`config.mk`:
```
export PLATFORM = sky130hd
export DESIGN_NAME = epoch_seconds_to_calendar
export DESIGN_NICKNAME = d
export VERILOG_FILES = /design/src/hdl/e2c_pkg.sv /design/src/hdl/e2c_alu.sv /design/src/hdl/e2c_year.sv /design/src/hdl/epoch_seconds_to_calendar.sv
export SDC_FILE = /design/constraint.sdc
export NUM_CORES = 1
export LEC_CHECK = 0
export BUFFER_PORTS_ARGS = -buffer_cell sky130_fd_sc_hd__buf_2
export CAP_MARGIN = 20
export CORE_ASPECT_RATIO = 0.5
export CORE_MARGIN = 5
export CORE_UTILIZATION = 55
export DETAILED_ROUTE_END_ITERATION = 10
export PLACE_DENSITY_LB_ADDON = 0.08
export REMOVE_ABC_BUFFERS = 1
export SYNTH_ARGS = -nofsm -noshare
export SYNTH_HDL_FRONTEND = slang
export SYNTH_SLANG_ARGS = --single-unit
```
`constraint.sdc`:
```
create_clock -name clk -period 5.73 [get_ports clk]
set_input_delay 0.2865 -clock clk [delete_from_list [all_inputs] [get_ports clk]]
set_output_delay 0.2865 -clock clk [all_outputs]
set_load 0.005 [all_outputs]
```
`src/hdl/e2c_pkg.sv`:
```
// Shared types, constants and month table for the epoch-to-calendar converter.
package e2c_pkg;

	localparam int SECS_W  = 32;
	localparam int DAYS_W  = 16;
	localparam int YEAR_W  = 12;
	localparam int MON_W   = 4;
	localparam int DAY_W   = 5;
	localparam int HOUR_W  = 5;
	localparam int MIN_W   = 6;
	localparam int SEC_W   = 6;
	localparam int YLEN_W  = 9;
	localparam int CNT_W   = 4;

	localparam logic [SECS_W-1:0] DAY_SECS  = 32'd86400;
	localparam logic [SECS_W-1:0] HOUR_SECS = 32'd3600;
	localparam logic [SECS_W-1:0] MIN_SECS  = 32'd60;

	localparam logic [SECS_W-1:0] DAY_DIV_INIT  = DAY_SECS << (DAYS_W - 1);
	localparam logic [SECS_W-1:0] HOUR_DIV_INIT = HOUR_SECS << (HOUR_W - 1);
	localparam logic [SECS_W-1:0] MIN_DIV_INIT  = MIN_SECS << (MIN_W - 1);

	localparam logic [CNT_W-1:0] DAY_ITER_LAST  = CNT_W'(DAYS_W - 1);
	localparam logic [CNT_W-1:0] HOUR_ITER_LAST = CNT_W'(HOUR_W - 1);
	localparam logic [CNT_W-1:0] MIN_ITER_LAST  = CNT_W'(MIN_W - 1);

	localparam logic [YEAR_W-1:0] EPOCH_YEAR      = 12'd1970;
	localparam logic [YEAR_W-1:0] LAST_VALID_YEAR = 12'd2037;
	localparam logic [1:0]        EPOCH_MOD4      = 2'd2;
	localparam logic [6:0]        EPOCH_MOD100    = 7'd70;
	localparam logic [8:0]        EPOCH_MOD400    = 9'd370;

	localparam logic [YLEN_W-1:0] YEAR_DAYS      = 9'd365;
	localparam logic [YLEN_W-1:0] LEAP_YEAR_DAYS = 9'd366;

	localparam logic [MON_W-1:0] MON_JAN = 4'd0;
	localparam logic [MON_W-1:0] MON_FEB = 4'd1;

	typedef struct packed {
		logic init;
		logic step;
	} e2c_yr_ctl_t;

	function automatic logic [DAY_W-1:0] month_days(input logic [MON_W-1:0] mon);
		logic [DAY_W-1:0] len;
		unique case (mon)
			4'd0:    len = 5'd31;
			4'd1:    len = 5'd28;
			4'd2:    len = 5'd31;
			4'd3:    len = 5'd30;
			4'd4:    len = 5'd31;
			4'd5:    len = 5'd30;
			4'd6:    len = 5'd31;
			4'd7:    len = 5'd31;
			4'd8:    len = 5'd30;
			4'd9:    len = 5'd31;
			4'd10:   len = 5'd30;
			4'd11:   len = 5'd31;
			default: len = 5'd31;
		endcase
		return len;
	endfunction

endpackage

```
`src/hdl/e2c_alu.sv`:
```
// Shared subtract-and-compare unit used by every step of the sequencer.
module e2c_alu
	import e2c_pkg::*;
(
	input  logic [SECS_W-1:0] a,
	input  logic [SECS_W-1:0] b,
	output logic [SECS_W-1:0] diff,
	output logic              ge
);

	logic [SECS_W:0] full;

	assign full = {1'b0, a} - {1'b0, b};
	assign diff = full[SECS_W-1:0];
	assign ge   = ~full[SECS_W];

endmodule

```
`src/hdl/e2c_year.sv`:
```
// Year counter with running residues for the Gregorian leap-year rule.
module e2c_year
	import e2c_pkg::*;
(
	input  logic              clk,
	input  logic              arst_n,
	input  e2c_yr_ctl_t       ctl,
	output logic [YEAR_W-1:0] year,
	output logic              leap
);

	logic [YEAR_W-1:0] year_q;
	logic [1:0]        mod4_q;
	logic [6:0]        mod100_q;
	logic [8:0]        mod400_q;

	always_ff @(posedge clk or negedge arst_n) begin
		if (!arst_n) begin
			year_q   <= EPOCH_YEAR;
			mod4_q   <= EPOCH_MOD4;
			mod100_q <= EPOCH_MOD100;
			mod400_q <= EPOCH_MOD400;
		end else if (ctl.init) begin
			year_q   <= EPOCH_YEAR;
			mod4_q   <= EPOCH_MOD4;
			mod100_q <= EPOCH_MOD100;
			mod400_q <= EPOCH_MOD400;
		end else if (ctl.step) begin
			year_q   <= year_q + 12'd1;
			mod4_q   <= mod4_q + 2'd1;
			mod100_q <= (mod100_q == 7'd99) ? 7'd0 : mod100_q + 7'd1;
			mod400_q <= (mod400_q == 9'd399) ? 9'd0 : mod400_q + 9'd1;
		end
	end

	assign year = year_q;
	assign leap = ((mod4_q == 2'd0) && (mod100_q != 7'd0)) || (mod400_q == 9'd0);

endmodule

```
`src/hdl/epoch_seconds_to_calendar.sv`:
```
// Epoch seconds to calendar date and time: sequencer, datapath registers and result port.
//
//  channel  | handshake           | payload
//  ---------+---------------------+-----------------------------------------------
//  command  | start, busy         | epoch_seconds
//  result   | done (one cycle)    | year, month, day, hour, minute, second, date_valid
//
// A nonnegative transaction runs day division, then hour and minute division, then
// counts off the years past 1970 and then the months; done follows in the cycle
// after the last month step. A negative count returns its all-zero result in the
// cycle after start. Every step shares the single subtractor. Reset clears the
// sequencer and the done strobe. Results cannot be held off; done flags each
// for exactly one cycle.
module epoch_seconds_to_calendar
	import e2c_pkg::*;
(
	input  logic              clk,
	input  logic              arst_n,
	input  logic              start,
	output logic              busy,
	input  logic signed [32:0] epoch_seconds,
	output logic              done,
	output logic [YEAR_W-1:0] year,
	output logic [MON_W-1:0]  month,
	output logic [DAY_W-1:0]  day,
	output logic [HOUR_W-1:0] hour,
	output logic [MIN_W-1:0]  minute,
	output logic [SEC_W-1:0]  second,
	output logic              date_valid
);

	localparam logic [2:0] ST_IDLE = 3'd0;
	localparam logic [2:0] ST_DAY  = 3'd1;
	localparam logic [2:0] ST_HOUR = 3'd2;
	localparam logic [2:0] ST_MIN  = 3'd3;
	localparam logic [2:0] ST_YEAR = 3'd4;
	localparam logic [2:0] ST_MON  = 3'd5;

	logic [2:0]        state_q;
	logic [CNT_W-1:0]  cnt_q;
	logic [SECS_W-1:0] acc_q;
	logic [SECS_W-1:0] div_q;
	logic [DAYS_W-1:0] days_q;
	logic [HOUR_W-1:0] hour_q;
	logic [MIN_W-1:0]  minute_q;
	logic [MON_W-1:0]  mon_q;

	logic              done_q;
	logic [YEAR_W-1:0] year_q;
	logic [MON_W-1:0]  month_q;
	logic [DAY_W-1:0]  day_q;
	logic [HOUR_W-1:0] hour_out_q;
	logic [MIN_W-1:0]  minute_out_q;
	logic [SEC_W-1:0]  second_q;
	logic              date_valid_q;

	logic              accept;
	logic [SECS_W-1:0] alu_a;
	logic [SECS_W-1:0] alu_b;
	logic [SECS_W-1:0] alu_diff;
	logic              alu_ge;
	logic [DAY_W-1:0]  mlen;
	e2c_yr_ctl_t       yr_ctl;
	logic [YEAR_W-1:0] cur_year;
	logic              cur_leap;

	assign busy   = (state_q != ST_IDLE);
	assign accept = start && !busy;

	always_comb begin
		mlen = month_days(mon_q) + {4'd0, (mon_q == MON_FEB) && cur_leap};
		unique case (state_q)
			ST_DAY, ST_HOUR, ST_MIN: begin
				alu_a = acc_q;
				alu_b = div_q;
			end
			ST_YEAR: begin
				alu_a = {{(SECS_W-DAYS_W){1'b0}}, days_q};
				alu_b = {{(SECS_W-YLEN_W){1'b0}}, cur_leap ? LEAP_YEAR_DAYS : YEAR_DAYS};
			end
			ST_MON: begin
				alu_a = {{(SECS_W-DAYS_W){1'b0}}, days_q};
				alu_b = {{(SECS_W-DAY_W){1'b0}}, mlen};
			end
			default: begin
				alu_a = acc_q;
				alu_b = div_q;
			end
		endcase
		yr_ctl.init = accept && !epoch_seconds[32];
		yr_ctl.step = (state_q == ST_YEAR) && alu_ge;
	end

	e2c_alu u_alu (
		.a    (alu_a),
		.b    (alu_b),
		.diff (alu_diff),
		.ge   (alu_ge)
	);

	e2c_year u_year (
		.clk    (clk),
		.arst_n (arst_n),
		.ctl    (yr_ctl),
		.year   (cur_year),
		.leap   (cur_leap)
	);

	always_ff @(posedge clk or negedge arst_n) begin
		if (!arst_n) begin
			state_q <= ST_IDLE;
			done_q  <= 1'b0;
		end else begin
			done_q <= 1'b0;
			unique case (state_q)
				ST_IDLE: begin
					if (accept) begin
						if (epoch_seconds[32]) begin
							done_q <= 1'b1;
						end else begin
							state_q <= ST_DAY;
						end
					end
				end
				ST_DAY: begin
					if (cnt_q == '0) begin
						state_q <= ST_HOUR;
					end
				end
				ST_HOUR: begin
					if (cnt_q == '0) begin
						state_q <= ST_MIN;
					end
				end
				ST_MIN: begin
					if (cnt_q == '0) begin
						state_q <= ST_YEAR;
					end
				end
				ST_YEAR: begin
					if (!alu_ge) begin
						state_q <= ST_MON;
					end
				end
				ST_MON: begin
					if (!alu_ge) begin
						state_q <= ST_IDLE;
						done_q  <= 1'b1;
					end
				end
				default: begin
					state_q <= ST_IDLE;
				end
			endcase
		end
	end

	always_ff @(posedge clk) begin
		unique case (state_q)
			ST_IDLE: begin
				if (accept) begin
					acc_q  <= epoch_seconds[SECS_W-1:0];
					div_q  <= DAY_DIV_INIT;
					cnt_q  <= DAY_ITER_LAST;
					days_q <= '0;
					if (epoch_seconds[32]) begin
						year_q       <= '0;
						month_q      <= '0;
						day_q        <= '0;
						hour_out_q   <= '0;
						minute_out_q <= '0;
						second_q     <= '0;
						date_valid_q <= 1'b0;
					end
				end
			end
			ST_DAY: begin
				if (alu_ge) begin
					acc_q <= alu_diff;
				end
				days_q <= {days_q[DAYS_W-2:0], alu_ge};
				if (cnt_q == '0) begin
					div_q <= HOUR_DIV_INIT;
					cnt_q <= HOUR_ITER_LAST;
				end else begin
					div_q <= div_q >> 1;
					cnt_q <= cnt_q - CNT_W'(1);
				end
			end
			ST_HOUR: begin
				if (alu_ge) begin
					acc_q <= alu_diff;
				end
				hour_q <= {hour_q[HOUR_W-2:0], alu_ge};
				if (cnt_q == '0) begin
					div_q <= MIN_DIV_INIT;
					cnt_q <= MIN_ITER_LAST;
				end else begin
					div_q <= div_q >> 1;
					cnt_q <= cnt_q - CNT_W'(1);
				end
			end
			ST_MIN: begin
				if (alu_ge) begin
					acc_q <= alu_diff;
				end
				minute_q <= {minute_q[MIN_W-2:0], alu_ge};
				div_q    <= div_q >> 1;
				cnt_q    <= cnt_q - CNT_W'(1);
			end
			ST_YEAR: begin
				if (alu_ge) begin
					days_q <= alu_diff[DAYS_W-1:0];
				end else begin
					mon_q <= MON_JAN;
				end
			end
			ST_MON: begin
				if (alu_ge) begin
					days_q <= alu_diff[DAYS_W-1:0];
					mon_q  <= mon_q + MON_W'(1);
				end else begin
					year_q       <= cur_year;
					month_q      <= mon_q + MON_W'(1);
					day_q        <= days_q[DAY_W-1:0] + DAY_W'(1);
					hour_out_q   <= hour_q;
					minute_out_q <= minute_q;
					second_q     <= acc_q[SEC_W-1:0];
					date_valid_q <= (cur_year <= LAST_VALID_YEAR);
				end
			end
			default: begin
				cnt_q <= cnt_q;
			end
		endcase
	end

	assign done       = done_q;
	assign year       = year_q;
	assign month      = month_q;
	assign day        = day_q;
	assign hour       = hour_out_q;
	assign minute     = minute_out_q;
	assign second     = second_q;
	assign date_valid = date_valid_q;

	a_done_idle: assert property (@(posedge clk) disable iff (!arst_n)
		done |-> !busy)
		else $error("result strobe while a transaction is still in work");

	a_neg_zero: assert property (@(posedge clk) disable iff (!arst_n)
		(start && !busy && epoch_seconds[32]) |=> (done && !date_valid && year == '0
			&& month == '0 && day == '0))
		else $error("negative count did not give an all-zero result");

	a_valid_range: assert property (@(posedge clk) disable iff (!arst_n)
		(done && date_valid) |-> (year >= EPOCH_YEAR && year <= LAST_VALID_YEAR
			&& month >= 4'd1 && month <= 4'd12 && day >= 5'd1 && hour <= 5'd23
			&& minute <= 6'd59 && second <= 6'd59))
		else $error("valid result out of calendar range");

	a_busy_start: assert property (@(posedge clk) disable iff (!arst_n)
		$rose(busy) |-> $past(start))
		else $error("busy raised without a start");

endmodule

```
* Word level (Yosys, flattened, before mapping)
Memories as Yosys holds them, arrays and structs flattened. A register that Yosys moved wholly into a read port is not among the register bits. Index checks and enable logic that the tools add are counted.
Storage, ports and cells: register bits 172, memory bits (read-only) 32, bits of input ports 36, output and inout port bits 41, word-level logic and storage cells 146, memories 1
Cells by class: $add $sub $neg 9, $lt $le $gt $ge 1, equality and inequality tests 19, multiplexer cells 67, bitwise operators 1, reduce and logical (&&, ||, !) cells 28
Memory list:
- (name not given) | depth 16, width 2, read ports 1, clocked after memory_dff 1, wr ports 0, line e2c_pkg.sv:46 | unique case (mon)
Operators with widths (count):
- two-way mux 32 bit | 4
- case mux 32 bit (2 select lines) | 2
- case mux 32 bit (4 select lines) | 1
- two-way mux 31 bit | 2
- two-way mux 12 bit | 5
- case mux 16 bit (3 select lines) | 1
- two-way mux 4 bit | 9
- subtractor 32 x 32 -> 33 bit | 1
- two-way mux 16 bit | 2
- two-way mux 9 bit | 3
- two-way mux 6 bit | 4
- case mux 12 bit (2 select lines) | 1
- case mux 6 bit (2 select lines) | 2
- two-way mux 3 bit | 7
- two-way mux 7 bit | 3
- two-way mux 5 bit | 4
- case mux 5 bit (2 select lines) | 2
- != test 2 bit (second input constant) | 9
- case mux 3 bit (6 select lines) | 1
- case mux 4 bit (2 select lines) | 2
- case mux 4 bit (4 select lines) | 1
- adder 12 x 1 -> 12 bit (second input constant) | 1
- less-or-equal comparator 12 x 11 -> 1 bit (second input constant) | 1
- adder 9 x 1 -> 9 bit (second input constant) | 1
- other kinds (34) | 56

* Longest topological paths before layout
Gate-level depths: netlist of run 1.
depth in word-level cells 11, depth in mapped cells 20, mapped depth without buffers 20

* Cells and area by module
A second synthesis of run 1 with hierarchy kept.
Second synthesis, totals: cells, all modules 942, area total of the unflattened synthesis 10124.7 µm²
Modules (own cells, without submodules):
- epoch_seconds_to_calendar | instances 1, cells an instance 517, area an instance 6695.2 µm², seq. area each 4284.1 µm²
- e2c_year | instances 1, cells an instance 181, area an instance 1719.1 µm², seq. area each 770.7 µm²
- e2c_alu | instances 1, cells an instance 244, area an instance 1710.4 µm², seq. area each 0.0 µm²

* Worst setup path before layout of run 1
No wires, ideal clock.
path kind register to register, from register u_year.mod100_q[2], to register acc_q[0] (enable), arrival 5.746 ns, path slack -0.481 ns, cell stages (with the launch flop) 18, buffers on the path 1, period minus slack after synthesis 6.211 ns, path through dfstp_2 > clkbuf_1 > nor3_1 > nand3_1 > a21oi_1 > nor4b_1 > ha_1 > a21oi_1 > o21ai_0 > ha_1 > fa_1 > nand2b_1 > a21oi_1 > o21ai_1 > a2111o_1 > nand3_4 > nand2_2 > o21ai_0
On the way: longest elaborated chain between the ends 9
RTL lines:
- start, declared | line e2c_year.sv:14 | logic [6:0] mod100_q;
- start signal, assigned | line e2c_year.sv:31 | mod100_q <= (mod100_q == 7'd99) ? 7'd0 : mod100_q + 7'd1;
- nonzero test 7 bit * | line e2c_year.sv:37 | assign leap = ((mod4_q == 2'd0) && (mod100_q != 7'd0)) || (mod400_q == 9'd0);
- logical AND 1 bit * | line e2c_year.sv:37
- logical OR 1 bit * | line e2c_year.sv:37
- logical AND 1 bit | line epoch_seconds_to_calendar.sv:71 | mlen = month_days(mon_q) + {4'd0, (mon_q == MON_FEB) && cur_leap};
- adder 5 x 1 -> 5 bit | line epoch_seconds_to_calendar.sv:71
- case mux 32 bit (2 select lines) * | line epoch_seconds_to_calendar.sv:72 | unique case (state_q)
- subtractor 32 x 32 -> 33 bit * | line e2c_alu.sv:13 | assign full = {1'b0, a} - {1'b0, b};
- != test 2 bit (no source line) *
- AND reduction 3 bit (no source line) *
- end signal, assigned | line epoch_seconds_to_calendar.sv:162 | acc_q <= epoch_seconds[SECS_W-1:0];
- end signal, assigned | line epoch_seconds_to_calendar.sv:179 | acc_q <= alu_diff;
- end signal, assigned | line epoch_seconds_to_calendar.sv:192 | acc_q <= alu_diff;
- end, declared | line epoch_seconds_to_calendar.sv:41 | logic [SECS_W-1:0] acc_q;
Mark *: on every way between the ends. The rest lies on a longest branch, timed or not. A chain may end at the register's enable or synchronous reset.

* Worst setup path after layout of run 1
from register u_year.mod400_q[5], to register u_year.mod100_q[2]
On the way: longest elaborated chain between the ends 9
RTL lines:
- start, declared | line e2c_year.sv:15 | logic [8:0] mod400_q;
- start signal, assigned | line e2c_year.sv:32 | mod400_q <= (mod400_q == 9'd399) ? 9'd0 : mod400_q + 9'd1;
- logical NOT 9 bit * | line e2c_year.sv:37
- logical OR 1 bit * | line e2c_year.sv:37
- logical AND 1 bit | line epoch_seconds_to_calendar.sv:71
- adder 5 x 1 -> 5 bit | line epoch_seconds_to_calendar.sv:71
- case mux 32 bit (2 select lines) * | line epoch_seconds_to_calendar.sv:72
- subtractor 32 x 32 -> 33 bit * | line e2c_alu.sv:13
- inverter 1 bit * | line e2c_alu.sv:15 | assign ge = ~full[SECS_W];
- logical AND 1 bit * | line epoch_seconds_to_calendar.sv:91 | yr_ctl.step = (state_q == ST_YEAR) && alu_ge;
- nonzero test 2 bit (no source line) *
Marks and branches as above.

==> results of run 1 <==
==> how the worst min path moves through the flow <==
stage,endpoint,startpoint,cells past startpoint,slack (ns)
4_1_cts,acc_q[5],epoch_seconds[5],3,0.12
3_5_place_dp,u_year.year[11],arst_n,1,0.41
2_1_floorplan,done,arst_n,0,-0.009
6_report,acc_q[5],epoch_seconds[5],3,0.12
5_1_grt,acc_q[11],epoch_seconds[11],3,0.13
3_3_place_gp,u_year.year[11],arst_n,1,0.41
==> cell families (layout without fill, tap and decap cells) <==
group                      after synthesis  after routing  synth area share
and+or+nand+nor                        408            408            0.2014
xor gates and xnor gates                45             45           0.04094
AOI/OAI and AO/OA                      208            208            0.1345
buffers and inverters                   75            158           0.03080
DFF                                    174            174            0.5250
muxes                                    5              5          0.005458
adders and majority gates               47             47           0.06186
==> cell usage after synthesis, drive strengths merged (3+ instances only) <==
cell type    n  area [um^2]
a211oi       5        42.54
nor3b        3        22.52
o211ai       8        60.06
nor2        62        232.7
o22ai        4        25.02
xor2        21        183.9
nand2      183        689.4
o21bai       3        22.52
or3          5        31.28
nor4         4        46.29
a21o        15        112.6
buf          9        48.79
o21a         7        52.55
o21ai       76        380.4
dfstp       16        420.4
mux2i        3        30.03
and2        38        237.7
nor2b        5        31.28
nor3        18        90.09
o31ai        4        30.03
ha          46        575.6
edfxtp     138         4144
dfrtp       18        450.4
a21oi       51        255.2
xnor2       24        210.2
a31oi        8        50.05
nand4        9        56.30
and3        38        237.7
inv         31        116.4
clkbuf      35        131.4
nand2b       9        56.30
nand3       27        152.7
or2          3        18.77
==> worst max-delay path, stage by stage (launching register included) <==
cell      delay (ns)
dfstp_2         0.39
nor3_1          0.30
and3_1          0.23
a21oi_1         0.06
nor4b_1         0.37
ha_1            0.31
a21oi_1         0.12
o21ai_0         0.10
ha_1            0.25
fa_1            0.40
nand2b_1        0.18
a21oi_1         0.27
o21ai_1         0.16
a2111o_1        0.51
nand3_4         0.15
nand3_2         0.43
a41oi_1         0.52
a211oi_1        0.13
a31oi_1         0.19
==> stage by stage <==
stage          hold slack [ns]  total power [uW]
3_3_place_gp            0.4070              5906
4_1_cts                 0.1186              7152
2_1_floorplan        -0.009091              4982
6_report                0.1195              7170
5_1_grt                 0.1257              7732
3_5_place_dp            0.4148              5981
==> power by group <==
part | internal [uW] | total (uW) | leakage [uW] | switching (uW)
Sequential | 2120 | 2360 | 0.00180 | 237
Combinational | 1390 | 3660 | 0.00246 | 2260
Clock | 630 | 1150 | 0.000283 | 523
==> registers in the layout (all words and copies together) (netlist names), 7 cells and up, named ones only <==
name / count
u_year.mod400_q: 9
year: 12
u_year.mod100_q: 7
days_q: 16
u_year.year: 12
acc_q: 32
div_q: 32
==> cell type report <==
class | count | area, um^2 | area share
clock buffers | 21 | 460.4 | 0.04223
clock inverters | 11 | 110.1 | 0.01010
repair buffers | 95 | 545.5 | 0.05003
inverters | 31 | 116.4 | 0.01067
well taps | 234 | 292.8 | 0.02685
flip-flops and latches | 174 | 5055 | 0.4636
multi-input cells | 713 | 4323 | 0.3965
==> cells in the final DEF (no fill, tap or decap), types with 25 or more instances in the layout <==
cell type | synthesis | final
ha_1 | 46 | 46
inv_1 | 30 | 29
o21ai_0 | 64 | 63
and2_1 | 38 | 38
nor2_1 | 62 | 61
nand3_1 | 25 | 25
buf_2 | 3 | 76
and3_1 | 38 | 38
a21oi_1 | 51 | 50
nand2_1 | 182 | 182
edfxtp_1 | 138 | 138
==> routing by layer <==
layer  part of all wire  GRT usage
met1               0.49     0.3230
met2               0.44     0.3249
met3              0.058    0.03892
met4              0.013    0.05836
met5                  0          0
==> impl_metrics.py, run 1 <==
metrics = {
    "die": {
        "die_area_mm2": 0.02041,
        "dieHeight_um": 103.6,
        "ios": 77,
        "core_mm2": 0.01727,
        "die_w_um": 197.1,
        "start_util": 0.5574,
        "rows": 34,
    },
    "critical_path": {
        "reg2reg_from": "u_year.mod400_q[5]",
        "critPathKind": "reg2reg",
        "cp.arrival_ns": 5.52,
        "r2r_slack_ns": 0.57,
        "startpoint": "u_year.mod400_q[5]",
        "rr_endpoint": "u_year.mod100_q[2]",
        "worstRegToRegCells": 18,
        "cp-endpoint": "u_year.mod100_q[2]",
        "start_kind": "flop",
        "path_max_fanout": 21,
        "endpoint_kind": "flop",
        "cp.required_ns": 6.09,
    },
    "synthesis": {
        "synth-edff-count": 138,
        "synthFlopType": "edfxtp_1",
        "synthCells": 962,
        "yosys_warnings": 0,
        "seq_area_frac_synth": 0.5250,
        "ys_seq_elements": 174,
        "async_flop_share": 0.1954,
        "netlist-cell-type-count": 73,
        "synth_area_per_cell_um2": 10.01,
        "syn_area_mm2": 0.009628,
    },
    "pwr": {
        "p_per_area_mw_per_mm2": 657.6,
        "leakagePower_uw": 0.004546,
        "power.ir.vdd_worst_v": 0.0003560,
    },
    "clock_tree": {
        "cts.root.buffer_cell": "clkbuf_16",
        "postCtsResizedCells": 0,
        "path_clk_slew_ns": 0.07,
        "cts_tree": "done",
        "cts_buffers": 17,
        "post_cts.repair.setup_buffers": 0,
        "clk_path_buf_depth": 2,
        "hold_buffers": 1,
        "worstSkewPairLatency_ns": 0.44,
        "clock_sinks": 174,
        "h-tree-depth": 4,
    },
    "grt": {
        "track_usage": 0.2157,
        "grt_overflow": 0,
        "grt_pass1_vias": 7053,
        "antenna_found_initial": 0,
        "grt_pass1_wl_um": 35830,
        "grt_max_degree": 66,
    },
    "placement": {
        "place.gp.congestion": 0.8947,
        "dp_hpwl_um": 15010,
        "dpl-instance-area_mm2": 0.01030,
        "dp_cells": 1244,
        "pre_cts_slack_ns": 0.6398,
        "io_buffers": 76,
    },
    "sta": {
        "min_period_ns": 5.157,
        "worst_slack_ns": 0.5728,
        "slew_headroom": 0.3363,
        "fin_skew_ns": 0.01159,
        "tightest_slew_ns": 0.9934,
        "slew_violations": 0,
        "setup_tns_ns": 0,
        "fmax_ghz": 0.1939,
        "rsz0062_at_grt": "false",
        "setup_viol": 0,
        "period_share": 0.9000,
        "final_hold_viol_count": 0,
    },
    "detailed_routing": {
        "routed_via_density": 5.764,
        "drcViolationCount": 0,
        "drt-pass1-iter-count": 5,
        "num_vias": 7372,
        "drtIter0Drc": 508,
        "wl_per_cell_um": 17.16,
        "drt-total-wl_um": 21950,
        "detail-route-antenna-nets": 0,
    },
    "status": {
        "outcome": "complete, no violations",
    },
    "final_layout": {
        "n_fill_cell": 1439,
        "diodes": 0,
        "drive_gt1_frac": 0.1589,
        "finalInstanceArea_mm2": 0.01090,
        "nNetsFinal": 1115,
        "finalCoreUtilization": 0.6313,
        "syn_to_final_growth_pct": 13.24,
        "fin_cells": 1279,
    },
    "job": {
        "maxCapViolCount": 0,
    },
    "worst_hold_path": {
        "hp-class": "in2reg",
    },
}
No activity file was read; power rests on OpenSTA's default activity.
==> run 2: changes to the inputs <==
ABC_AREA = 1   (was unset)
==> run 2 against run 1 <==
Net effect: worst setup slack better by 0.80 ns; cell count is 17% higher; first-iteration DRC count is 0.59% higher; design area is 3.1% higher; synthesized area is 4.1% higher; die area is 3.8% higher; synthesized cell count is 22% higher; largest cell class unchanged.
==> impl_metrics.py, run 2 <==
metrics = {
    "synthesis": {
        "ys_seq_elements": 174,
        "yosys_warnings": 0,
        "seq_area_frac_synth": 0.5044,
        "synth_area_leader_cell": "edfxtp_1",
        "synth-edff-count": 138,
        "synthCells": 1178,
        "synth_common_cells": "267 x nand2_1, 176 x inv_1, 143 x nor2_1",
        "synth_area_per_cell_um2": 8.507,
        "synthDominantCellAreaShare": 0.4135,
        "netlist-cell-type-count": 51,
        "synth_most_common_cell": "nand2_1",
        "async_flop_share": 0.1954,
        "synthFlopType": "edfxtp_1",
        "synth.area.top_cells": "edfxtp_1 41%, nand2_1 10%, inv_1 6.6%",
        "syn_area_mm2": 0.01002,
    },
    "sta": {
        "min_period_ns": 4.355,
        "fmax_ghz": 0.2296,
        "fin_skew_ns": 0.01536,
        "worst_slack_ns": 1.375,
        "slew_headroom": 0.3761,
        "setup_tns_ns": 0,
        "tightest_slew_ns": 0.9358,
        "setup_viol": 0,
        "final_hold_viol_count": 0,
        "slew_violations": 0,
        "period_share": 0.7601,
        "rsz0062_at_grt": "false",
    },
    "detailed_routing": {
        "drt-total-wl_um": 23560,
        "drt-pass1-iter-count": 5,
        "top_layer": "met4",
        "wl_per_cell_um": 15.71,
        "wl_met3_um": 1105,
        "detail-route-antenna-nets": 0,
        "drcViolationCount": 0,
        "routed_via_density": 5.394,
        "drtIter0Drc": 511,
        "num_vias": 8091,
        "wl_met1_um": 11110,
        "dr_wl_met2_um": 11140,
    },
    "critical_path": {
        "cp_cell_sequence": "inv_2, nor3_2, inv_2, o22ai_1, nor2_1, ha_1, fa_1, inv_1, nand2_1, nand2_1, nand3_1, nand2_2, nand2_1, nand2_2, nand2_2, nand2_4, nand2_4, nand2_2, nand3_1, o21ai_0, nand3_1",
        "cp.arrival_ns": 4.69,
        "r2r_slack_ns": 1.37,
        "start_kind": "flop",
        "endpoint_kind": "flop",
        "critPathKind": "reg2reg",
        "slowest_delay_ns": 0.47,
        "crit_path_frequent_cell": "nand2_2",
        "path_max_fanout": 44,
        "worstRegToRegCells": 21,
        "cpMaxStageDelayCell": "dfrtp_1",
        "rr_endpoint": "u_year.year[10]",
        "reg2reg_from": "state_q[2]",
        "cp.required_ns": 6.07,
    },
    "worst_hold_path": {
        "hp-start": "epoch_seconds[2]",
        "hold_depth": 3,
        "hp-class": "in2reg",
        "min_to": "acc_q[2]",
    },
    "final_layout": {
        "drive_gt1_frac": 0.1327,
        "layout_commonest_cell": "nand2_1",
        "nNetsFinal": 1336,
        "diodes": 0,
        "syn_to_final_growth_pct": 12.14,
        "fin_cells": 1500,
        "layout_common_cells": "267 x nand2_1, 176 x inv_1, 141 x nor2_1, 138 x edfxtp_1, 93 x o21ai_0",
        "reg_top3": "acc_q x32, div_q x32, days_q x16",
        "n_fill_cell": 1558,
        "finalCoreUtilization": 0.6380,
    },
    "grt": {
        "grt_pass1_wl_um": 39030,
        "track_usage": 0.2249,
        "antenna_found_initial": 0,
        "grt_pass1_vias": 7817,
        "grt_overflow": 0,
        "grt_max_degree": 45,
    },
    "clock_tree": {
        "cts_buffers": 17,
        "cts.root.buffer_cell": "clkbuf_16",
        "worstSkewPairLatency_ns": 0.43,
        "cts_tree": "done",
        "h-tree-depth": 4,
        "postCtsResizedCells": 0,
        "clk_path_buf_depth": 2,
        "path_clk_slew_ns": 0.08,
        "clock_sinks": 174,
    },
    "placement": {
        "place.gp.congestion": 0.9255,
        "pre_cts_slack_ns": 1.371,
        "dp_hpwl_um": 16800,
        "io_buffers": 76,
        "dp_cells": 1466,
    },
    "die": {
        "die_area_mm2": 0.02118,
        "die_w_um": 200.9,
        "ios": 77,
        "core_mm2": 0.01761,
        "rows": 34,
        "dieHeight_um": 105.4,
        "start_util": 0.5690,
    },
    "job": {
        "maxCapViolCount": 0,
    },
    "status": {
        "outcome": "complete, no violations",
    },
}
==> run 2: cell count changes in the layout (fill, tap and decap cells not counted), moves of 8 or more <==
cell | before | now
inv_1 | 29 | 176
nand2_1 | 182 | 267
nor2_1 | 61 | 141
and3_1 | 38 | 1
and2_1 | 38 | 3
o21ai_0 | 63 | 93
xnor2_1 | 24 | 7
nand3_1 | 25 | 41
a21o_1 | 15 | 4
o22ai_1 | 3 | 13
o21ai_1 | 12 | 3
nand2b_1 | 8 | 0
nand3b_1 | 0 | 8
==> run 2: worst max path at each step <==
stage	from	endpoint	slack, ns	cells after the start
3_3_place_gp	state_q[2]	year[2]	1.57	16
4_1_cts	state_q[2]	u_year.year[5]	1.36	21
5_1_grt	u_year.mod100_q[1]	u_year.year[8]	1.00	26
6_report	state_q[2]	u_year.year[10]	1.37	21
2_1_floorplan	state_q[2]	date_valid	-0.79	15
3_5_place_dp	state_q[2]	u_year.year[10]	1.37	21
==> run 2: metal layers <==
layer / GRT usage / vias to the layer above
met5: 0 / -
met4: 0.05250 / 0
met3: 0.03743 / 17
met2: 0.3802 / 195
met1: 0.3085 / 3851
li1: - / 4028
==> run 2: kinds of logic after synthesis <==
group / synth area share
xor+xnor: 0.02535
flops: 0.5044
fa+ha+maj: 0.05943
simple gates: 0.2170
compound gates: 0.1116
buf+inv: 0.08216
==> run 2: critical path, delay by kind of cell, from the launching register on <==
kind	cells	cell delay (ns)
fa+ha+maj	2	0.62
compound gates	2	0.46
flops	1	0.47
simple gates	14	2.10
buf+inv	3	0.62
==> run 2: repair_timing <==
action                                 CTS  global route
hold buffers                             1             0
endpoints found under the hold margin   18             0
setup buffers                            0             0
==> run 2: cell type report <==
class / count / area (um^2) / area share
Tap cell: 234 / 292.8 / 0.02606
Inverter: 184 / 690.7 / 0.06146
Sequential cell: 174 / 5055 / 0.4498
Clock inverter: 9 / 72.57 / 0.006458
Clock buffer: 23 / 489.2 / 0.04354
Multi-Input combinational cell: 790 / 4167 / 0.3708
Timing Repair Buffer: 86 / 470.5 / 0.04187
==> run 2: through the flow <==
step | instance area, um^2 | hold WS [ns]
detailed placement | 10650 | 0.4144
floorplan | 9888 | -0.009091
CTS | 11220 | 0.1167
finish | 11240 | 0.1218
global placement | 10650 | 0.4131
global route | 11240 | 0.1249
Power of run 2 is not shown: default switching activity piles up to over one toggle a cycle in this logic, so the estimate is an artifact.
